==> config.mk <==
export PLATFORM = sky130hd
export DESIGN_NAME = delimiter_byte_tokenizer_core_flat
export DESIGN_NICKNAME = d
export VERILOG_FILES = /design/src/rtl/dbt_pkg.sv /design/src/rtl/dbt_if.sv /design/src/rtl/delimiter_byte_tokenizer_core.sv /design/src/rtl/dbt_ram.sv /design/src/rtl/dbt_queue.sv /design/src/rtl/dbt_front.sv /design/src/rtl/dbt_back.sv /design/src/flat_wrapper.sv
export SDC_FILE = /design/constraint.sdc
export NUM_CORES = 1
export LEC_CHECK = 0
export ABC_AREA = 1
export BUFFER_PORTS_ARGS = -buffer_cell sky130_fd_sc_hd__buf_2
export CELL_PAD_IN_SITES_DETAIL_PLACEMENT = 1
export CELL_PAD_IN_SITES_GLOBAL_PLACEMENT = 2
export CORE_MARGIN = 5
export CORE_UTILIZATION = 40
export DETAILED_ROUTE_END_ITERATION = 16
export PLACE_DENSITY_LB_ADDON = 0.1
export SETUP_SLACK_MARGIN = 0.02
export SYNTH_ARGS = -nofsm -noshare
export SYNTH_HDL_FRONTEND = slang
export SYNTH_HIERARCHICAL = 1
export SYNTH_SLANG_ARGS = --single-unit
==> constraint.sdc <==
create_clock -name clk -period 5.24 [get_ports clk]
set_input_delay 1.572 -clock clk [delete_from_list [all_inputs] [get_ports clk]]
set_output_delay 1.572 -clock clk [all_outputs]
set_load 0.01 [all_outputs]
==> src/rtl/dbt_pkg.sv <==
// Package of the tokenizer: command codes, register indexes, types and set lookup.
package dbt_pkg;

    localparam int SET_SIZE              = 4;
    localparam int PENDING_DEPTH_DEFAULT = 16;
    localparam int Q_DEPTH               = 4;
    localparam int Q_AW                  = 2;
    localparam int Q_CW                  = 3;

    // A set register holds four bytes, so a count saturates at the smaller limit.
    localparam logic [2:0] SET_LIMIT = 3'((SET_SIZE < 4) ? SET_SIZE : 4);

    // Register indexes of the configuration port.
    localparam logic [2:0] REG_SEP_SET     = 3'd0;
    localparam logic [2:0] REG_SEP_COUNT   = 3'd1;
    localparam logic [2:0] REG_ESCAPE      = 3'd2;
    localparam logic [2:0] REG_SKIP_EMPTY  = 3'd3;
    localparam logic [2:0] REG_LEAD_SET    = 3'd4;
    localparam logic [2:0] REG_LEAD_COUNT  = 3'd5;
    localparam logic [2:0] REG_TRAIL_SET   = 3'd6;
    localparam logic [2:0] REG_TRAIL_COUNT = 3'd7;

    // Commands passed from the front end to the back end.
    localparam logic [1:0] OP_END     = 2'd0;
    localparam logic [1:0] OP_DISCARD = 2'd1;
    localparam logic [1:0] OP_PUSH    = 2'd2;
    localparam logic [1:0] OP_EMIT    = 2'd3;

    typedef struct packed {
        logic [1:0] op;
        logic [7:0] data;
    } cmd_t;

    function automatic logic in_set(logic [31:0] set, logic [2:0] count, logic [7:0] b);
        logic       hit;
        logic [2:0] lim;
        hit = 1'b0;
        lim = (count > SET_LIMIT) ? SET_LIMIT : count;
        for (int i = 0; i < 4; i++) begin
            if ((3'(i) < lim) && (set[8*i +: 8] == b)) begin
                hit = 1'b1;
            end
        end
        return hit;
    endfunction

endpackage

==> src/rtl/dbt_if.sv <==
// Channel interfaces of the tokenizer: byte input, token output and register writes.
interface dbt_in_if;
    logic       valid;
    logic       ready;
    logic       func;
    logic [7:0] in_byte;

    modport source (output valid, output func, output in_byte, input ready);
    modport sink   (input valid, input func, input in_byte, output ready);
endinterface

interface dbt_out_if;
    logic       valid;
    logic       ready;
    logic       kind;
    logic [7:0] out_byte;
    logic [7:0] end_separator;
    logic       last;

    modport source (output valid, output kind, output out_byte, output end_separator,
                    output last, input ready);
    modport sink   (input valid, input kind, input out_byte, input end_separator,
                    input last, output ready);
endinterface

interface dbt_cfg_if;
    logic        valid;
    logic        ready;
    logic [2:0]  index;
    logic [31:0] data;

    modport source (output valid, output index, output data, input ready);
    modport sink   (input valid, input index, input data, output ready);
endinterface

==> src/rtl/delimiter_byte_tokenizer_core.sv <==
// Top level of the delimiter byte tokenizer: front end, command queue and back end.
//
//   Channel       Role   Payload                                   Transfer when
//   byte_stream   sink   func, in_byte                             valid && ready
//   token_stream  source kind, out_byte, end_separator, last       valid && ready
//   cfg           sink   index (3 bits), data (32 bits)            valid && ready
//
// A plain token byte, a separator or an end of stream is written to the command queue and
// its result is then loaded into the output register, so one byte a cycle flows through
// while the output is not stalled. A byte that flushes k held trail bytes gives k + 1
// results: the back end takes the command, then gives one result at a time. A trail
// byte that overflows a full store gives one result; a held trail byte gives none.
// Reset is asynchronous and active low; it clears all control state at once, with no
// clearing pass, since only held bytes that were written are ever read.
// The four-entry command queue lets the front end keep taking bytes while the back end
// waits on a stalled output; the input stalls only when that queue is full.
module delimiter_byte_tokenizer_core #(
    parameter int PENDING_DEPTH = dbt_pkg::PENDING_DEPTH_DEFAULT
) (
    input  logic      clk,
    input  logic      rst_n,
    dbt_cfg_if.sink   cfg,
    dbt_in_if.sink    byte_stream,
    dbt_out_if.source token_stream
);

    // Commands travel from the classifier to the back end through this queue.
    logic          q_push;
    logic          q_full;
    logic          q_pop;
    logic          q_empty;
    dbt_pkg::cmd_t q_push_cmd;
    dbt_pkg::cmd_t q_pop_cmd;

    // The front end owns the registers and the token state, and decides what each
    // byte does; it keeps its own count of held bytes to spot a full ring.
    dbt_front #(.PENDING_DEPTH(PENDING_DEPTH)) u_front (
        .clk         (clk),
        .rst_n       (rst_n),
        .cfg         (cfg),
        .byte_stream (byte_stream),
        .q_push      (q_push),
        .q_cmd       (q_push_cmd),
        .q_full      (q_full)
    );

    dbt_queue u_queue (
        .clk      (clk),
        .rst_n    (rst_n),
        .push     (q_push),
        .push_cmd (q_push_cmd),
        .full     (q_full),
        .pop      (q_pop),
        .pop_cmd  (q_pop_cmd),
        .empty    (q_empty)
    );

    // The back end keeps the held trail bytes in a ring and produces every result.
    dbt_back #(.PENDING_DEPTH(PENDING_DEPTH)) u_back (
        .clk          (clk),
        .rst_n        (rst_n),
        .q_empty      (q_empty),
        .q_cmd        (q_pop_cmd),
        .q_pop        (q_pop),
        .token_stream (token_stream)
    );

endmodule

==> src/rtl/dbt_ram.sv <==
// Generic single-write, single-read RAM with registered read data.
module dbt_ram #(
    parameter int WIDTH = 8,
    parameter int DEPTH = 16,
    localparam int AW   = (DEPTH > 1) ? $clog2(DEPTH) : 1
) (
    input  logic             clk,
    input  logic             we,
    input  logic [AW-1:0]    waddr,
    input  logic [WIDTH-1:0] wdata,
    input  logic [AW-1:0]    raddr,
    output logic [WIDTH-1:0] rdata
);

    logic [WIDTH-1:0] mem [DEPTH];
    logic [WIDTH-1:0] rdata_reg;

    always_ff @(posedge clk)
    begin
        if (we)
        begin
            mem[waddr] <= wdata;
        end
        rdata_reg <= mem[raddr];
    end

    assign rdata = rdata_reg;

endmodule

==> src/rtl/dbt_queue.sv <==
// Short command queue between the front end and the back end.
module dbt_queue (
    input  logic          clk,
    input  logic          rst_n,
    input  logic          push,
    input  dbt_pkg::cmd_t push_cmd,
    output logic          full,
    input  logic          pop,
    output dbt_pkg::cmd_t pop_cmd,
    output logic          empty
);

    dbt_pkg::cmd_t                entries_reg [dbt_pkg::Q_DEPTH];
    logic [dbt_pkg::Q_AW-1:0]     wr_ptr_reg, wr_ptr_next;
    logic [dbt_pkg::Q_AW-1:0]     rd_ptr_reg, rd_ptr_next;
    logic [dbt_pkg::Q_CW-1:0]     count_reg, count_next;

    assign full    = (count_reg == dbt_pkg::Q_CW'(dbt_pkg::Q_DEPTH));
    assign empty   = (count_reg == '0);
    assign pop_cmd = entries_reg[rd_ptr_reg];

    always_comb
    begin
        wr_ptr_next = push ? wr_ptr_reg + 1'b1 : wr_ptr_reg;
        rd_ptr_next = pop ? rd_ptr_reg + 1'b1 : rd_ptr_reg;
        count_next  = count_reg;
        if (push && !pop)
        begin
            count_next = count_reg + 1'b1;
        end
        else if (pop && !push)
        begin
            count_next = count_reg - 1'b1;
        end
    end

    always_ff @(posedge clk or negedge rst_n)
    begin
        if (!rst_n)
        begin
            wr_ptr_reg <= '0;
            rd_ptr_reg <= '0;
            count_reg  <= '0;
        end
        else
        begin
            wr_ptr_reg <= wr_ptr_next;
            rd_ptr_reg <= rd_ptr_next;
            count_reg  <= count_next;
        end
    end

    always_ff @(posedge clk)
    begin
        if (push)
        begin
            entries_reg[wr_ptr_reg] <= push_cmd;
        end
    end

endmodule

==> src/rtl/dbt_front.sv <==
// Front end: configuration registers, token state and byte classification.
module dbt_front #(
    parameter int PENDING_DEPTH = dbt_pkg::PENDING_DEPTH_DEFAULT,
    localparam int PW           = $clog2(PENDING_DEPTH + 1)
) (
    input  logic          clk,
    input  logic          rst_n,
    dbt_cfg_if.sink       cfg,
    dbt_in_if.sink        byte_stream,
    output logic          q_push,
    output dbt_pkg::cmd_t q_cmd,
    input  logic          q_full
);

    logic [31:0] sep_set_reg;
    logic [2:0]  sep_count_reg;
    logic [7:0]  escape_reg;
    logic        skip_empty_reg;
    logic [31:0] lead_set_reg;
    logic [2:0]  lead_count_reg;
    logic [31:0] trail_set_reg;
    logic [2:0]  trail_count_reg;

    logic          esc_pend_reg, esc_pend_next;
    logic          at_start_reg, at_start_next;
    logic          nonempty_reg, nonempty_next;
    logic [PW-1:0] fcnt_reg, fcnt_next;

    logic accept;
    logic is_esc, is_sep, is_lead, is_trail;

    assign cfg.ready         = 1'b1;
    assign byte_stream.ready = !q_full;
    assign accept            = byte_stream.valid && !q_full;

    assign is_esc   = (escape_reg != 8'd0) && (byte_stream.in_byte == escape_reg);
    assign is_sep   = dbt_pkg::in_set(sep_set_reg, sep_count_reg, byte_stream.in_byte);
    assign is_lead  = dbt_pkg::in_set(lead_set_reg, lead_count_reg, byte_stream.in_byte);
    assign is_trail = dbt_pkg::in_set(trail_set_reg, trail_count_reg, byte_stream.in_byte);

    always_comb
    begin
        esc_pend_next = esc_pend_reg;
        at_start_next = at_start_reg;
        nonempty_next = nonempty_reg;
        fcnt_next     = fcnt_reg;
        q_push        = 1'b0;
        q_cmd.op      = dbt_pkg::OP_EMIT;
        q_cmd.data    = byte_stream.in_byte;
        if (accept)
        begin
            if (byte_stream.func)
            begin
                q_push     = 1'b1;
                q_cmd.data = 8'd0;
                q_cmd.op   = (!skip_empty_reg || nonempty_reg) ? dbt_pkg::OP_END
                                                               : dbt_pkg::OP_DISCARD;
                esc_pend_next = 1'b0;
                at_start_next = 1'b1;
                nonempty_next = 1'b0;
                fcnt_next     = '0;
            end
            else if (esc_pend_reg)
            begin
                q_push        = 1'b1;
                esc_pend_next = 1'b0;
                at_start_next = 1'b0;
                nonempty_next = 1'b1;
                fcnt_next     = '0;
            end
            else if (is_esc)
            begin
                esc_pend_next = 1'b1;
            end
            else if (is_sep)
            begin
                if (!(at_start_reg && skip_empty_reg))
                begin
                    q_push        = 1'b1;
                    q_cmd.op      = dbt_pkg::OP_END;
                    at_start_next = 1'b1;
                    nonempty_next = 1'b0;
                    fcnt_next     = '0;
                end
            end
            else if (at_start_reg && is_lead)
            begin
                // Lead strip byte at token start is dropped.
            end
            else if (is_trail)
            begin
                q_push        = 1'b1;
                q_cmd.op      = dbt_pkg::OP_PUSH;
                at_start_next = 1'b0;
                if (fcnt_reg == PW'(PENDING_DEPTH))
                begin
                    // The oldest held byte goes out to make room.
                    nonempty_next = 1'b1;
                end
                else
                begin
                    fcnt_next = fcnt_reg + 1'b1;
                end
            end
            else
            begin
                q_push        = 1'b1;
                at_start_next = 1'b0;
                nonempty_next = 1'b1;
                fcnt_next     = '0;
            end
        end
    end

    always_ff @(posedge clk or negedge rst_n)
    begin
        if (!rst_n)
        begin
            esc_pend_reg    <= 1'b0;
            at_start_reg    <= 1'b1;
            nonempty_reg    <= 1'b0;
            fcnt_reg        <= '0;
            sep_set_reg     <= '0;
            sep_count_reg   <= '0;
            escape_reg      <= '0;
            skip_empty_reg  <= 1'b0;
            lead_set_reg    <= '0;
            lead_count_reg  <= '0;
            trail_set_reg   <= '0;
            trail_count_reg <= '0;
        end
        else
        begin
            esc_pend_reg <= esc_pend_next;
            at_start_reg <= at_start_next;
            nonempty_reg <= nonempty_next;
            fcnt_reg     <= fcnt_next;
            if (cfg.valid)
            begin
                case (cfg.index)
                    dbt_pkg::REG_SEP_SET:     sep_set_reg     <= cfg.data;
                    dbt_pkg::REG_SEP_COUNT:   sep_count_reg   <= cfg.data[2:0];
                    dbt_pkg::REG_ESCAPE:      escape_reg      <= cfg.data[7:0];
                    dbt_pkg::REG_SKIP_EMPTY:  skip_empty_reg  <= cfg.data[0];
                    dbt_pkg::REG_LEAD_SET:    lead_set_reg    <= cfg.data;
                    dbt_pkg::REG_LEAD_COUNT:  lead_count_reg  <= cfg.data[2:0];
                    dbt_pkg::REG_TRAIL_SET:   trail_set_reg   <= cfg.data;
                    dbt_pkg::REG_TRAIL_COUNT: trail_count_reg <= cfg.data[2:0];
                    default:                  sep_set_reg     <= sep_set_reg;
                endcase
            end
        end
    end

endmodule

==> src/rtl/dbt_back.sv <==
// Back end: pending trail byte ring and the registered result output.
module dbt_back #(
    parameter int PENDING_DEPTH = dbt_pkg::PENDING_DEPTH_DEFAULT,
    localparam int PW           = $clog2(PENDING_DEPTH + 1),
    localparam int AW           = (PENDING_DEPTH > 1) ? $clog2(PENDING_DEPTH) : 1
) (
    input  logic          clk,
    input  logic          rst_n,
    input  logic          q_empty,
    input  dbt_pkg::cmd_t q_cmd,
    output logic          q_pop,
    dbt_out_if.source     token_stream
);

    localparam logic [1:0] ST_IDLE  = 2'd0;
    localparam logic [1:0] ST_DRAIN = 2'd1;
    localparam logic [1:0] ST_TAIL  = 2'd2;

    logic [1:0]    state_reg, state_next;
    dbt_pkg::cmd_t cmd_reg, cmd_next;
    logic [AW-1:0] head_reg, head_next;
    logic [AW-1:0] tail_reg, tail_next;
    logic [PW-1:0] cnt_reg, cnt_next;

    logic       ov_reg, ov_next;
    logic       okind_reg, okind_next;
    logic [7:0] obyte_reg, obyte_next;
    logic [7:0] osep_reg, osep_next;
    logic       olast_reg, olast_next;

    logic       out_free;
    logic       load;
    logic       ram_we;
    logic [7:0] ram_wdata;
    logic [7:0] ram_rdata;

    function automatic logic [AW-1:0] ptr_inc(logic [AW-1:0] p);
        return (p == AW'(PENDING_DEPTH - 1)) ? '0 : p + 1'b1;
    endfunction

    assign out_free = !ov_reg || token_stream.ready;

    // The read address follows the next head, so the oldest byte is ready in the next cycle.
    dbt_ram #(.WIDTH(8), .DEPTH(PENDING_DEPTH)) u_ram (
        .clk   (clk),
        .we    (ram_we),
        .waddr (tail_reg),
        .wdata (ram_wdata),
        .raddr (head_next),
        .rdata (ram_rdata)
    );

    always_comb
    begin
        state_next = state_reg;
        cmd_next   = cmd_reg;
        head_next  = head_reg;
        tail_next  = tail_reg;
        cnt_next   = cnt_reg;
        q_pop      = 1'b0;
        ram_we     = 1'b0;
        ram_wdata  = q_cmd.data;
        load       = 1'b0;
        okind_next = okind_reg;
        obyte_next = obyte_reg;
        osep_next  = osep_reg;
        olast_next = olast_reg;
        case (state_reg)
            ST_IDLE:
            begin
                if (!q_empty)
                begin
                    case (q_cmd.op)
                        dbt_pkg::OP_DISCARD:
                        begin
                            q_pop     = 1'b1;
                            head_next = '0;
                            tail_next = '0;
                            cnt_next  = '0;
                        end
                        dbt_pkg::OP_END:
                        begin
                            if (out_free)
                            begin
                                q_pop      = 1'b1;
                                load       = 1'b1;
                                okind_next = 1'b1;
                                obyte_next = 8'd0;
                                osep_next  = q_cmd.data;
                                olast_next = 1'b1;
                                head_next  = '0;
                                tail_next  = '0;
                                cnt_next   = '0;
                            end
                        end
                        dbt_pkg::OP_PUSH:
                        begin
                            q_pop = 1'b1;
                            if (cnt_reg == PW'(PENDING_DEPTH))
                            begin
                                cmd_next   = q_cmd;
                                state_next = ST_DRAIN;
                            end
                            else
                            begin
                                ram_we    = 1'b1;
                                tail_next = ptr_inc(tail_reg);
                                cnt_next  = cnt_reg + 1'b1;
                            end
                        end
                        default:
                        begin
                            if (cnt_reg != '0)
                            begin
                                q_pop      = 1'b1;
                                cmd_next   = q_cmd;
                                state_next = ST_DRAIN;
                            end
                            else if (out_free)
                            begin
                                q_pop      = 1'b1;
                                load       = 1'b1;
                                okind_next = 1'b0;
                                obyte_next = q_cmd.data;
                                osep_next  = 8'd0;
                                olast_next = 1'b1;
                            end
                        end
                    endcase
                end
            end
            ST_DRAIN:
            begin
                if (out_free)
                begin
                    load       = 1'b1;
                    okind_next = 1'b0;
                    obyte_next = ram_rdata;
                    osep_next  = 8'd0;
                    olast_next = (cmd_reg.op == dbt_pkg::OP_PUSH);
                    head_next  = ptr_inc(head_reg);
                    if (cmd_reg.op == dbt_pkg::OP_PUSH)
                    begin
                        // Full ring: the freed slot takes the new trail byte.
                        ram_we     = 1'b1;
                        ram_wdata  = cmd_reg.data;
                        tail_next  = ptr_inc(tail_reg);
                        state_next = ST_IDLE;
                    end
                    else
                    begin
                        cnt_next = cnt_reg - 1'b1;
                        if (cnt_reg == PW'(1))
                        begin
                            state_next = ST_TAIL;
                        end
                    end
                end
            end
            ST_TAIL:
            begin
                if (out_free)
                begin
                    load       = 1'b1;
                    okind_next = 1'b0;
                    obyte_next = cmd_reg.data;
                    osep_next  = 8'd0;
                    olast_next = 1'b1;
                    state_next = ST_IDLE;
                end
            end
            default:
            begin
                state_next = ST_IDLE;
            end
        endcase
        ov_next = load ? 1'b1 : (token_stream.ready ? 1'b0 : ov_reg);
    end

    always_ff @(posedge clk or negedge rst_n)
    begin
        if (!rst_n)
        begin
            state_reg <= ST_IDLE;
            head_reg  <= '0;
            tail_reg  <= '0;
            cnt_reg   <= '0;
            ov_reg    <= 1'b0;
        end
        else
        begin
            state_reg <= state_next;
            head_reg  <= head_next;
            tail_reg  <= tail_next;
            cnt_reg   <= cnt_next;
            ov_reg    <= ov_next;
        end
    end

    always_ff @(posedge clk)
    begin
        cmd_reg   <= cmd_next;
        okind_reg <= okind_next;
        obyte_reg <= obyte_next;
        osep_reg  <= osep_next;
        olast_reg <= olast_next;
    end

    assign token_stream.valid         = ov_reg;
    assign token_stream.kind          = okind_reg;
    assign token_stream.out_byte      = obyte_reg;
    assign token_stream.end_separator = osep_reg;
    assign token_stream.last          = olast_reg;

endmodule

==> src/flat_wrapper.sv <==
// flat-port wrapper written by rule: the top's interface ports become plain ports
module delimiter_byte_tokenizer_core_flat 
#(
    parameter int PENDING_DEPTH = dbt_pkg::PENDING_DEPTH_DEFAULT
)
  (clk, rst_n, cfg_valid, cfg_index, cfg_data, cfg_ready, byte_stream_valid, byte_stream_func, byte_stream_in_byte, byte_stream_ready, token_stream_valid, token_stream_kind, token_stream_out_byte, token_stream_end_separator, token_stream_last, token_stream_ready);
  dbt_cfg_if cfg_i ();
  dbt_in_if byte_stream_i ();
  dbt_out_if token_stream_i ();
  input  logic clk;
  input  logic rst_n;
  input wire logic [$bits(cfg_i.valid)-1:0] cfg_valid;
  input wire logic [$bits(cfg_i.index)-1:0] cfg_index;
  input wire logic [$bits(cfg_i.data)-1:0] cfg_data;
  output wire logic [$bits(cfg_i.ready)-1:0] cfg_ready;
  input wire logic [$bits(byte_stream_i.valid)-1:0] byte_stream_valid;
  input wire logic [$bits(byte_stream_i.func)-1:0] byte_stream_func;
  input wire logic [$bits(byte_stream_i.in_byte)-1:0] byte_stream_in_byte;
  output wire logic [$bits(byte_stream_i.ready)-1:0] byte_stream_ready;
  output wire logic [$bits(token_stream_i.valid)-1:0] token_stream_valid;
  output wire logic [$bits(token_stream_i.kind)-1:0] token_stream_kind;
  output wire logic [$bits(token_stream_i.out_byte)-1:0] token_stream_out_byte;
  output wire logic [$bits(token_stream_i.end_separator)-1:0] token_stream_end_separator;
  output wire logic [$bits(token_stream_i.last)-1:0] token_stream_last;
  input wire logic [$bits(token_stream_i.ready)-1:0] token_stream_ready;
  assign cfg_i.valid = cfg_valid;
  assign cfg_i.index = cfg_index;
  assign cfg_i.data = cfg_data;
  assign cfg_ready = cfg_i.ready;
  assign byte_stream_i.valid = byte_stream_valid;
  assign byte_stream_i.func = byte_stream_func;
  assign byte_stream_i.in_byte = byte_stream_in_byte;
  assign byte_stream_ready = byte_stream_i.ready;
  assign token_stream_valid = token_stream_i.valid;
  assign token_stream_kind = token_stream_i.kind;
  assign token_stream_out_byte = token_stream_i.out_byte;
  assign token_stream_end_separator = token_stream_i.end_separator;
  assign token_stream_last = token_stream_i.last;
  assign token_stream_i.ready = token_stream_ready;
  delimiter_byte_tokenizer_core #(.PENDING_DEPTH(PENDING_DEPTH)) u_core (.clk(clk), .rst_n(rst_n), .cfg(cfg_i), .byte_stream(byte_stream_i), .token_stream(token_stream_i));
endmodule
; ---- Yosys cells after proc, flatten, opt, wreduce, memory -nomap -nowiden
; Memory sizes are Yosys's and may differ from the RTL's. A register that Yosys moved wholly into a read port is not among the register bits.
; Index checks and enable logic that the tools add are counted.
[word_totals]
reg_bits = 173
mem_bits_rw = 168
in_bits = 49
out_inout_bits = 21
word_cells = 305
memories = 2
[mem_list]
columns = name, words, word_bits, rd, rd_ports_with_merged_regs, wr, line
row1 = u_core.u_back.u_ram.mem, 16, 8, 1, 1, 1, dbt_ram.sv:15  ; logic [WIDTH-1:0] mem [DEPTH];
row2 = u_core.u_queue.entries_reg, 4, 10, 1, 0, 1, dbt_queue.sv:13  ; dbt_pkg::cmd_t entries_reg [dbt_pkg::Q_DEPTH];
[op_classes]
n_addsub = 9
order_cmp = 15
n_eq_ne = 52
mux = 141
bitwise_logic = 2
reduce_logical = 58
[op_table]
columns = cell, n
row1 = $eq 8x8->1, 13
row2 = $mux 8, 13
row3 = $mux 5, 13
row4 = $mux 1, 64
row5 = $pmux 8 s2, 3
row6 = $mux 4, 10
row7 = $mux 10, 3
row8 = $reduce_and 7->1, 4
row9 = $reduce_and 5->1, 5
row10 = $mux 2, 12
row11 = $pmux 4 s2, 3
row12 = $pmux 8 s3, 1
row13 = $pmux 10 s2, 1
row14 = $logic_and 1x1->1, 18
row15 = $lt 1x3->1 const A, 6
row16 = $lt 2x3->1 const A, 6
row17 = $ne 2x2->1 const B, 9
row18 = $reduce_and 2->1, 8
row19 = $eq 3x3->1 const B, 5
row20 = $mux 3, 5
row21 = $ne 3x3->1 const B, 5
row22 = $pmux 5 s3, 1
row23 = $pmux 1 s2, 7
row24 = $pmux 4 s3, 1
row25 = other kinds (34), 61

; ---- Depth between registers and ports, before layout
[logic_depth]
depth_word = 19
mapped_depth = 23

; ---- By module
; Netlist, hierarchy kept.
[by_module_without_submodules]
columns = module, instances, cells_each, area_per_inst_um2, seq_area_each_um2
row1 = dbt_front, 1, 883, 6557.5, 3054.2
row2 = dbt_ram, 1, 551, 5773.0, 4003.8
row3 = dbt_back, 1, 340, 2792.7, 1241.2
row4 = dbt_queue, 1, 165, 2028.2, 1376.3

; ---- Worst setup path after synthesis
; Ideal clock, no wire load.
[synth_path]
kind = input to register
start = input byte_stream_in_byte[2]
end = register u_core/u_queue/count_reg[2] in the netlist's numbering
setup_ps = 117
t_arrival_ps = 3586
path_slack_ps = 1537
stages = 21
n_path_buf = 2
path_cell_list = buf_4 inv_4 buf_6 o21ai_0 nor2_1 nand3_1 nor2_1 nor2_1 nand2_1 nand3_2 nand2_2 nand2_4 nand2_1 inv_1 ha_1 inv_1 fa_1 nand2_1 nand3_1 nand2_1 nand2_1
[synth_via]
elab_chain_cells = 16
word_cells_on_any_way = 38
classes_between = eq/ne (9) / mux (15) / reduce/logical (14)
[synth_lines]
columns = element, line
row1 = "start, declared", flat_wrapper.sv:18  ; input wire logic [$bits(byte_stream_i.in_byte)-1:0] byte_stream_in_byte;
row2 = $eq 8x8->1, dbt_pkg.sv:40  ; if ((3'(i) < lim) && (set[8*i +: 8] == b)) begin
row3 = $logic_and 1x1->1, dbt_pkg.sv:40
row4 = $mux 1 (4 in series), dbt_pkg.sv:40
row5 = $logic_and 1x1->1, dbt_front.sv:86  ; else if (at_start_reg && is_lead)
row6 = $mux 1, dbt_front.sv:86
row7 = $mux 1, dbt_front.sv:75  ; else if (is_sep)
row8 = $mux 1 (*), dbt_front.sv:71  ; else if (is_esc)
row9 = $mux 1 (*), dbt_front.sv:63  ; else if (esc_pend_reg)
row10 = $mux 1 (*), dbt_front.sv:52  ; if (byte_stream.func)
row11 = $mux 1 (*), dbt_front.sv:50  ; if (accept)
row12 = named net u_core.q_push, delimiter_byte_tokenizer_core.sv:28  ; logic q_push;
row13 = $logic_not 1->1, dbt_queue.sv:31  ; else if (pop && !push)
row14 = $logic_and 1x1->1, dbt_queue.sv:31
row15 = $reduce_bool 2->1 (no line), -
row16 = "end signal, assigned", dbt_queue.sv:49  ; count_reg <= count_next;
row17 = "end, declared", dbt_queue.sv:16  ; logic [dbt_pkg::Q_CW-1:0] count_reg, count_next;
; Mark *: on every way through the listed nets, which the timed path passes. The rest lies on a longest branch.
; A chain may end at the register's enable or synchronous reset.

; ---- Worst setup path in the final report
[layout_path]
start = input byte_stream_in_byte[3]
end = register u_core/u_queue/count_reg[2] in the netlist's numbering
; The elaborated chain is that of the path after synthesis.

==> results.toml <==
[drt]
drt-total-wl_mm = 48.1
drc = 0
wl_per_cell_um = 18.7
via_per_inst = 4.92
num_vias = 12604
drtIter0Drc = 556
postRouteAntennaNets = 0
drt_first_pass_iters = 5

[critical_path]
crit_fanout = 12
crit_family = "simple AND/OR/NAND/NOR gates"
worstSetupEndpointType = "register"
cp-endpoint = "u_core/u_queue/count_reg[2]"
slowest_stage = "fa_1"
rrSetupSlack_ps = 1160
r2r_start = "u_core/u_queue/rd_ptr_reg[0]"
cp.arrival_ps = 4520
crit_start = "byte_stream_in_byte[3]"
cp.depth = 22
critical_path.max_stage_delay_ps = 440
required_ps = 5680
cp_common_cell = "nand2_1"
path_buf_inv = 6
path_class = "in2reg"
r2r-end = "u_core/u_back/u_ram/mem[2][4]"
crit_path_start_kind = "primary input"
ff2ff_path_depth = 10
worstPathCellList = "buf_2 -> inv_1 -> nand2_1 -> nand2_1 -> inv_1 -> nand2_1 -> nor2_1 -> nand3_1 -> nand2_2 -> nor2_8 -> nand3_2 -> nand2_2 -> nand2_4 -> nand2_1 -> inv_1 -> ha_1 -> inv_1 -> fa_1 -> inv_1 -> nand2_1 -> nand4_1 -> nand2_1"

[clock_network]
cts_tree = "built"
cts_resized = 0
ctsHoldBuffers = 0
clk_pin_slew_ps = 60
post_cts_buffers = 0
cts.sinks = 349
root_buffer = "clkbuf_16"
cts_buffer_depth = 3
numCtsBuffers = 41
h-tree-depth = 2
clk_latency_ps = 560

[layout]
drive_gt1_share_pct = 10.8
multi_input_area_um2 = 5910
layout.nets = 2064
ff_latch_area_um2 = 9680
largest_reg_flops = 128
area_growth_pct = 12.1
fillCellCount = 4968
mostFrequentLayoutCells = "596 x nand2_1, 282 x inv_1, 196 x edfxtp_1, 167 x o21ai_0, 147 x nand3_1"
layout_commonest_cell = "nand2_1"
n_antenna_cell = 0
fin_util_pct = 45.5

[sta]
tns_ps = 0
fin_crit_ps = 4080
setup_viol = 0
fin_worst_skew_ps = 22.2
hold_ws_ps = 486
fin_crit_sh_pct = 77.9
slew_violations = 0
worst_pin_slew_ps = 975
fmax_ghz = 0.245
relSlewSlack_pct = 35.0
hold_violations = 0
rsz0062_at_grt = "no"

[placed_design]
routabilityCongestion = 0.825
io_buffers = 68
post-dp-hpwl_mm = 33.6

[logic_synthesis]
synth_top_area_cell = "edfxtp_1"
syn-cell-area_um2 = 17200
synth_top_area_share_pct = 34.3
synth_warnings = 6
synth_cells = 1939
synth_fp_nets = 2010
ys_ff_latch = 349
synthDistinctLibCells = 48
postSynthAreaPerCell_um2 = 8.85
yosys-top-cells-area = "edfxtp_1 34%, dfrtp_1 21%, nand2_1 13%"
yosysSeqAreaShare_pct = 56.4

[power_and_ir_drop]
vdd_ir_drop_max_mv = 0.444
leakage_nw = 8.93
p_per_area_nw_per_um2 = 593

[floorplanning]
die-area_um2 = 47100
core_um2 = 42200
ioPinCount = 70
die-width_um = 217
die_height_um = 217
start_util_pct = 40.6
row_count = 75

[min_path]
hp-class = "reg2reg"

[global_routing]
grt_max_degree = 80
grtUsageTotal_pct = 20.8
grt.overflow.total = 0
grt_pass1_wl_mm = 76.8
antenna_found_initial = 0
grt_pass1_vias = 13565

[outcome]
outcome = "complete, no violations"

[run]
cap_violations = 0
## per-layer routing
layer / up-vias / share of wire [%] / GRT usage, %
met3: 66 / 2.8 / 2.99
met4: 0 / 2.2 / 5.14
met5: - / 0 / 0
met1: 6102 / 45 / 26.7
met2: 166 / 50 / 37.2
li1: 6270 / - / -
## synth_stat cells, drive strengths merged
master and n:
nor2 121, buf 52, o21ai 190, edfxtp 196, fa 1, nand4 10
o22ai 1, clkbuf 22, a211oi 1, xor2 19, ha 21, o211ai 22
nand3 152, nor3 7, xnor2 30, a31oi 3, dfxtp 8, a21oi 12
o31ai 1, nand3b 4, inv 295, dfstp 1, a21boi 1, nor4 1
dfrtp 144, conb 1, or2 5, nand2 617, clkinv 1
## layout make-up
type                            count  area share, %
Timing Repair Buffer               85           2.60
Tap cell                          539           3.51
Clock inverter                     19          0.963
Multi-Input combinational cell   1220           30.7
Sequential cell                   349           50.3
Clock buffer                       56           6.05
Inverter                          296           5.79
## worst min-delay path, stage by stage, from the launching register on
cell	delay [ps]
dfrtp_1	350
nand2_1	60
nand2_1	50
## how the worst min path moves through the flow
stage          slack, ps                               end  cells past startpoint                              from
6_report             490       u_core/u_front/nonempty_reg                      2       u_core/u_front/nonempty_reg
5_1_grt              520  u_core/u_front/trail_set_reg[15]                      2  u_core/u_front/trail_set_reg[15]
4_1_cts              490       u_core/u_front/nonempty_reg                      2       u_core/u_front/nonempty_reg
3_5_place_dp         470       u_core/u_front/nonempty_reg                      2       u_core/u_front/nonempty_reg
3_3_place_gp         460       u_core/u_front/nonempty_reg                      2       u_core/u_front/nonempty_reg
2_1_floorplan        440       u_core/u_front/nonempty_reg                      2       u_core/u_front/nonempty_reg
## where the power goes
part	internal [mW]	leakage [nW]	switching, mW
Sequential	3.84	3.69	0.377
Combinational	1.23	4.58	3.10
Clock	1.70	0.660	1.14
Total	6.77	8.93	4.62
## per-stage QoR
stage          setup slack, ps  instance area (µm²)  std cells  power [mW]
2_1_floorplan             1540                17200       1939        7.12
3_3_place_gp               714                17900       2489        8.55
3_5_place_dp               583                17900       2489        8.68
4_1_cts                   1070                19200       2564        11.6
5_1_grt                    806                19200       2564        12.2
6_report                  1160                19200       2564        11.4
## kinds of logic (layout without fill, tap and decap cells)
| kind of cell | after synthesis | in the layout | synth area share (%) |
|---|---|---|---|
| other | 1 | 1 | 0.0219 |
| flip-flops | 349 | 349 | 56.4 |
| AO/OA/AOI/OAI | 231 | 231 | 7.32 |
| adder cells (fa/ha/maj) | 22 | 22 | 1.65 |
| buffers and inverters | 370 | 456 | 9.33 |
| XOR/XNOR | 49 | 49 | 2.55 |
| AND/OR/NAND/NOR | 917 | 917 | 22.7 |
Power figures use the tool's default switching activity.
